[src/rtl/bte_pkg.sv]
// Shared constants and types of the Bezier trajectory evaluator.
`default_nettype none

package bte_pkg;

    localparam int TFRAC  = 24;
    localparam int WORK_W = 40;
    localparam int MAG_W  = 44;
    localparam int NUM_W  = 64;
    localparam int DUR_W  = 20;
    localparam int FAC_W  = 20;
    localparam int TPS_W  = 16;
    localparam int SUSE_W = 5;
    localparam int AXES   = 4;

    typedef logic signed [31:0]       t_fixed;
    typedef logic signed [WORK_W-1:0] t_work;

    localparam logic [1:0] FUNC_POINT    = 2'd0;
    localparam logic [1:0] FUNC_DURATION = 2'd1;
    localparam logic [1:0] FUNC_START    = 2'd2;
    localparam logic [1:0] FUNC_TICK     = 2'd3;

    localparam logic [1:0] REG_MODE      = 2'd0;
    localparam logic [1:0] REG_SEGMENTS  = 2'd1;
    localparam logic [1:0] REG_TICK_RATE = 2'd2;

    localparam logic [2:0] ORDER_ACCEL = 3'd2;
    localparam logic [2:0] ORDER_JERK  = 3'd3;
    localparam logic [2:0] ORDER_SNAP  = 3'd4;

    localparam logic [MAG_W-1:0] MAG_CAP = MAG_W'(1) << (MAG_W - 1);

endpackage

`default_nettype wire

[src/rtl/bte_div.sv]
// Restoring divider, one quotient bit per cycle, for the evaluator.
`default_nettype none

module bte_div (
    input  wire logic                       i_clk,
    input  wire logic                       i_rst_n,
    input  wire logic                       i_start,
    input  wire logic [bte_pkg::NUM_W-1:0]  i_num,
    input  wire logic [bte_pkg::DUR_W-1:0]  i_den,
    output logic                            o_done,
    output logic [bte_pkg::NUM_W-1:0]       o_quot
);
    import bte_pkg::*;

    localparam int CNT_W = $clog2(NUM_W + 1);

    logic             r_busy;
    logic [CNT_W-1:0] r_cnt;
    logic [NUM_W-1:0] r_num;
    logic [DUR_W-1:0] r_rem;
    logic [DUR_W-1:0] r_den;
    logic [DUR_W:0]   n_rem_sh;
    logic             n_ge;

    assign n_rem_sh = {r_rem, r_num[NUM_W-1]};
    assign n_ge     = n_rem_sh >= {1'b0, r_den};
    assign o_quot   = r_num;

    always_ff @(posedge i_clk) begin
        if (!i_rst_n) begin
            r_busy <= 1'b0;
            o_done <= 1'b0;
            r_cnt  <= '0;
        end else begin
            o_done <= 1'b0;
            if (i_start) begin
                r_busy <= 1'b1;
                r_cnt  <= CNT_W'(NUM_W);
            end else if (r_busy) begin
                r_cnt <= r_cnt - 1'b1;
                if (r_cnt == CNT_W'(1)) begin
                    r_busy <= 1'b0;
                    o_done <= 1'b1;
                end
            end
        end
    end

    // The dividend shifts out at the top while quotient bits enter at the bottom.
    always_ff @(posedge i_clk) begin
        if (i_start) begin
            r_num <= i_num;
            r_rem <= '0;
            r_den <= i_den;
        end else if (r_busy) begin
            r_num <= {r_num[NUM_W-2:0], n_ge};
            r_rem <= n_ge ? DUR_W'(n_rem_sh - {1'b0, r_den}) : n_rem_sh[DUR_W-1:0];
        end
    end

endmodule

`default_nettype wire

[config.mk]
export PLATFORM = sky130hd
export DESIGN_NAME = bte_div
export DESIGN_NICKNAME = d
export VERILOG_FILES = /design/src/rtl/bte_pkg.sv /design/src/rtl/bte_div.sv
export SDC_FILE = /design/constraint.sdc
export NUM_CORES = 1
export LEC_CHECK = 0
export BUFFER_PORTS_ARGS = -buffer_cell sky130_fd_sc_hd__buf_4
export CAP_MARGIN = 20
export CORE_AREA = 5 5 170 107
export CTS_CLUSTER_SIZE = 40
export DETAILED_ROUTE_END_ITERATION = 7
export DIE_AREA = 0 0 175 112
export PLACE_DENSITY_LB_ADDON = 0.25
export RECOVER_POWER = 50
export SLEW_MARGIN = 20
export SYNTH_ARGS = -nofsm -noshare
export SYNTH_HDL_FRONTEND = slang
export SYNTH_SLANG_ARGS = --single-unit
[constraint.sdc]
create_clock -name i_clk -period 2.5 [get_ports i_clk]
set_input_delay 0.5 -clock i_clk [delete_from_list [all_inputs] [get_ports i_clk]]
set_output_delay 0.5 -clock i_clk [all_outputs]
set_load 0.1 [all_outputs]
==> impl_metrics.csv, run 1 <==
group,metric,value,unit
grt,grt_max_degree,65,
layout,post-route-util,47.7,%
yosys,synth_top_cell_by_area,"edfxtp_1",
yosys,ys_types,61,
timing,clock.fmax,417,MHz
timing,setup_violations,0,
critical_path,critPathRequiredTime,2.83,ns
cts,cts_tree,"yes",
grt,gr-usage-met1,22.7,%
cts,ctsHtreeMaxLevel,4,
yosys,yosysMostFrequentCell,"edfxtp_1",
timing,finalHoldViolCount,0,
yosys,syn_inst,475,
layout,area_growth,36.9,%
yosys,syn_avg_cell_area,12.2,sq um
yosys,syn_nets,585,
timing,min_period,2.40,ns
detailed_routing,drt_first_iter_violations,255,
detailed_routing,drt-total-wl,15500,um
grt,antenna_found_initial,0,
timing,fin_crit_sh,95.9,%
critical_path,critPathKind,"flop to flop",
layout,nFillCells,1501,
detailed_routing,vias,4438,
critical_path,reg2reg_setup_slack,0.10,ns
placed_design,gp_congestion,0.919,
timing,rsz0062_at_grt,"true",
grt,overflow,0,
detailed_routing,drt_pre_antenna_iters,5,
detailed_routing,avgViaCountPerCell,5.08,
grt,grt.total_usage,15.2,%
pwr,leakage,3.15,nW
pwr,vdd_drop_max,389,uV
yosys,ys_seq_area_share,53.8,%
layout,layout.nets,757,
yosys,yosysTopAreaCellShare,43.7,%
critical_path,cp-startpoint,"r_den[18]",
cts,insertion_delay,0.41,ns
yosys,synthFlopType,"edfxtp_1",
timing,fin_ws,0.102,ns
status,status,"finished clean",
detailed_routing,drc,0,
hold_path,hold_depth,1,
timing,worstMarginPinSlew,1.24,ns
yosys,ys_seq_elements,113,
floorplan,die_h,112,um
grt,grt-busiest-layer,"met1",
job,maxCapViolCount,0,
grt,first_global_vias,4411,
placed_design,portBuffers,151,
placed_design,post-place-ws,0.0896,ns
floorplan,boundaryPins,152,
yosys,ys_top_cells_by_count,"84 x edfxtp_1, 63 x mux2_2, 36 x nand2_1, 31 x nor2_1",
grt,grt_pass1_wl,23900,um
timing,fin_skew,0.0111,ns
detailed_routing,wl_per_cell,17.8,um
floorplan,design.core.area,16600,sq um
yosys,ys_warn_count,0,
yosys,async_flop_share,0,%
timing,slew_headroom,18.0,%
layout,diodes,0,
hold_path,min_path_type,"primary input to flop",
critical_path,cp-end-kind,"flop",
floorplan,start_util,34.8,%
grt,use_met3,4.04,%
floorplan,die_x,175,um
floorplan,die-area,19600,sq um
cts,clock_path_buffers,2,
pwr,total_power,6.46,mW
pwr,p_per_area,818,nW/um^2
critical_path,reg2reg_from,"r_den[18]",
cts,hold_buffers,0,
critical_path,cp_max_fo,3,
critical_path,ff2ff_path_depth,8,
cts,clock-sinks,113,
critical_path,reg2reg_to,"r_rem[0]",
critical_path,cp-endpoint,"r_rem[0]",
detailed_routing,ant_nets,0,
timing,slew_violations,0,
placed_design,dp_hpwl,11100,um
yosys,synthesis.area,5770,sq um
floorplan,num_rows,37,
cts,cts_buffers,17,
critical_path,setup.worst_path.start_class,"flop",
grt,met2_usage,21.3,%
yosys,synth_edf_count,84,
yosys,synth_area_leaders,"edfxtp_1 44%, mux2_2 12%, dfxtp_1 10%",
timing,fin_setup_tns,0,ns
cts,clkSlewWorstSetupHoldPaths,0.06,ns
layout,drive_gt1_share,42.9,%
critical_path,worstPathArrival,2.73,ns
cts,cts_root_buf,"clkbuf_16",
-- through the flow --
step	hold slack (ns)	std cells	area (sq um)
5_1_grt	0.266	874	7900
6_report	0.290	874	7900
3_5_place_dp	0.485	839	7290
2_1_floorplan	0.443	475	5830
4_1_cts	0.251	871	7850
3_3_place_gp	0.467	839	7290
-- worst min-delay path by stage --
| stage | slack (ns) | startpoint | endpoint |
|---|---|---|---|
| floorplan | 0.44 | r_rem[19] | r_rem[19] |
| global placement | 0.47 | r_rem[19] | r_rem[19] |
| detailed placement | 0.48 | r_rem[19] | r_rem[19] |
| CTS | 0.25 | i_den[14] | r_den[14] |
| global route | 0.27 | i_den[11] | r_den[11] |
| finish | 0.29 | i_den[11] | r_den[11] |
-- layout make-up --
| class | count | area (sq um) | area share [%] |
|---|---|---|---|
| Multi-Input combinational cell | 311 | 2570 | 32.6 |
| Timing Repair Buffer | 174 | 1280 | 16.2 |
| Inverter | 30 | 116 | 1.47 |
| Tap cell | 214 | 268 | 3.39 |
| Clock inverter | 15 | 133 | 1.68 |
| Sequential cell | 113 | 3100 | 39.3 |
| Clock buffer | 17 | 425 | 5.39 |
-- cells by family after synthesis --
kind of cell / after synthesis / synth area share, %
AOI/OAI and AO/OA: 95 / 12.6
xor gates and xnor gates: 22 / 3.34
adders and majority gates: 23 / 5.12
buffers and inverters: 52 / 3.86
DFF: 113 / 53.8
muxes: 66 / 12.9
and+or+nand+nor: 104 / 8.45
-- sequential cells by signal (all words and copies together), names as in the netlist --
| signal | flops |
|---|---|
| r_busy | 1 |
| r_rem | 20 |
| r_cnt | 7 |
| o_quot | 64 |
| o_done | 1 |
| r_den | 20 |
-- placed cells by master (no fill, tap or decap), drive strengths merged, types with 3 or more instances in the layout --
cell type / instances
buf: 132
edfxtp: 84
mux2: 64
clkbuf: 59
nand2: 37
inv: 33
nor2: 31
dfxtp: 29
a21oi: 23
ha: 22
xnor2: 16
o21ai: 15
nand3: 8
a211oi: 8
o211ai: 7
a311oi: 7
clkinv: 7
xor2: 6
nor3: 6
a21o: 5
o21bai: 5
clkinvlp: 4
o21a: 4
nand4: 4
nor2b: 3
a32oi: 3
nand2b: 3
-- per-layer routing --
layer  part of all wire (%)  vias up
met3                    6.2       21
met5                      0        -
met1                     49     2160
li1                       -     2109
met4                    1.6        0
met2                     43      148
-- report_power, final --
| part | leakage [nW] | internal (mW) | switching (mW) |
|---|---|---|---|
| Combinational | 1.81 | 0.548 | 1.29 |
| Clock | 0.268 | 1.37 | 0.934 |
| Sequential | 1.08 | 2.22 | 0.0961 |
-- what timing repair did --
item                                    4_1_cts  5_1_grt
endpoints found under the setup margin        0       15
buffers inserted                              0        1
gates resized for setup                       0       16
-- worst max-delay path, cell delays in order, from the launching register on --
cell,delay (ns)
edfxtp_1,0.36
inv_1,0.06
ha_1,0.24
a21o_1,0.18
a211o_1,0.28
a311o_2,0.43
o22ai_4,0.23
mux2_4,0.34
a211oi_2,0.20
Note: power is estimated with default switching activity, not from simulation.
==> run 2: changes to the inputs <==
==> constraint.sdc (replaced) <==
create_clock -name i_clk -period 3 [get_ports i_clk]
set_input_delay 0.6 -clock i_clk [delete_from_list [all_inputs] [get_ports i_clk]]
set_output_delay 0.6 -clock i_clk [all_outputs]
set_load 0.1 [all_outputs]
==> impl_metrics.csv, run 2 (synthesized netlist as in run 1, its figures left out) <==
group,metric,value,unit
status,status,"finished clean",
floorplan,die_x,175,um
layout,area_growth,34.9,%
placed_design,post-place-ws,0.410,ns
detailed_routing,avgViaCountPerCell,4.95,
floorplan,boundaryPins,152,
detailed_routing,drt-total-wl,14900,um
floorplan,start_util,34.8,%
timing,clock.fmax,370,MHz
layout,final_cell_mix,"128 x buf_4, 84 x edfxtp_1, 62 x mux2_2, 36 x nand2_1, 31 x nor2_1",
cts,cts_resized,0,
timing,setup_violations,0,
job,maxCapViolCount,0,
layout,final_common_cell,"buf_4",
timing,slew_violations,0,
layout,layout.nets,742,
critical_path,ff2ff_path_depth,4,
pwr,vdd_drop_max,346,uV
floorplan,die_h,112,um
critical_path,cp_max_fo,27,
timing,fin_skew,0.00951,ns
pwr,leakage,3.17,nW
detailed_routing,vias,4253,
critical_path,cp-end-kind,"flop",
critical_path,crit_slowest_cell,"clkbuf_1",
grt,grt.total_usage,15.2,%
layout,largest_register_ffs,64,
cts,insertion_delay,0.41,ns
hold_path,hold_depth,1,
grt,grt_max_degree,54,
pwr,p_per_area,738,nW/um^2
cts,postCtsSetupRepairBufs,0,
timing,rsz0062_at_grt,"false",
timing,fin_ws,0.300,ns
critical_path,critPathKind,"flop to flop",
layout,drive_gt1_share,40.5,%
detailed_routing,wl_per_cell,17.3,um
floorplan,die-area,19600,sq um
placed_design,gp_congestion,0.891,
placed_design,portBuffers,151,
floorplan,num_rows,37,
cts,clkSlewWorstSetupHoldPaths,0.06,ns
critical_path,cp_cell_sequence,"clkbuf_1 > nor2_1 > inv_2 > buf_4",
critical_path,setup.worst_path.start_class,"flop",
grt,antenna_found_initial,0,
cts,cts_tree,"yes",
timing,fin_setup_tns,0,ns
timing,finalHoldViolCount,0,
critical_path,critPathRequiredTime,3.08,ns
cts,hold_buffers,0,
timing,fin_crit_sh,90.0,%
detailed_routing,ant_nets,0,
critical_path,max_stage_delay,1.07,ns
detailed_routing,drt_pre_antenna_iters,4,
hold_path,min_path_type,"primary input to flop",
grt,overflow,0,
cts,cts_root_buf,"clkbuf_16",
critical_path,worstPathArrival,2.78,ns
timing,worstMarginPinSlew,1.47,ns
detailed_routing,drt_first_iter_violations,324,
placed_design,dp_hpwl,10800,um
timing,slew_headroom,2.12,%
floorplan,design.core.area,16600,sq um
layout,nFillCells,1471,
grt,first_global_vias,4327,
cts,cts_buffers,17,
layout,diodes,0,
grt,grt_pass1_wl,23700,um
cts,clock-sinks,113,
timing,min_period,2.70,ns
cts,clock_path_buffers,2,
cts,ctsHtreeMaxLevel,4,
detailed_routing,drc,0,
## run 2: cell type report
type,instances,area (sq um),area share (%)
clock inverter,14,253,3.25
sequential,113,3100,39.9
timing repair buffer,160,1170,15.1
inverter,30,113,1.45
multi-input combinational,310,2450,31.4
clock buffer,18,429,5.51
tap,214,268,3.44
## run 2: through the flow
stage / util [%] / std cells / cell area (sq um) / hold slack [ns] / power [mW]
finish: 47.0 / 859 / 7780 / 0.387 / 5.74
global route: 47.0 / 859 / 7780 / 0.368 / 5.95
global placement: 43.2 / 827 / 7160 / 0.456 / 3.41
floorplan: - / 475 / 5770 / 0.437 / 3.06
detailed placement: 43.2 / 827 / 7160 / 0.484 / 3.43
CTS: 47.3 / 859 / 7840 / 0.348 / 5.81
## run 2: worst max-delay path, delay by kind of cell, from the launching register on
kind / cells / cell delay [ns]
DFF: 1 / 0.33
and+or+nand+nor: 1 / 0.21
buffers and inverters: 3 / 1.83
## run 2: power by group
group	internal [mW]	total [mW]	switching, mW
logic	0.418	1.46	1.04
registers	1.85	1.93	0.0787
clock network	1.58	2.36	0.782
## run 2: final timing paths
path	start	endpoint	slack, ns
hold / removal	i_den[15]	r_den[15]	0.39
hold reg to reg	r_rem[19]	r_rem[19]	0.49
setup reg to reg	r_busy	o_quot[17]	0.30
setup / recovery	r_busy	o_quot[17]	0.30
## run 2: routing by layer
| metal | track usage, % | up-vias | wire length, um |
|---|---|---|---|
| li1 | - | 2081 | - |
| met1 | 21.4 | 2052 | 7060 |
| met2 | 23.4 | 104 | 6890 |
| met3 | 3.73 | 16 | 735 |
| met4 | 4.03 | 0 | 180 |
| met5 | 0 | - | 0 |
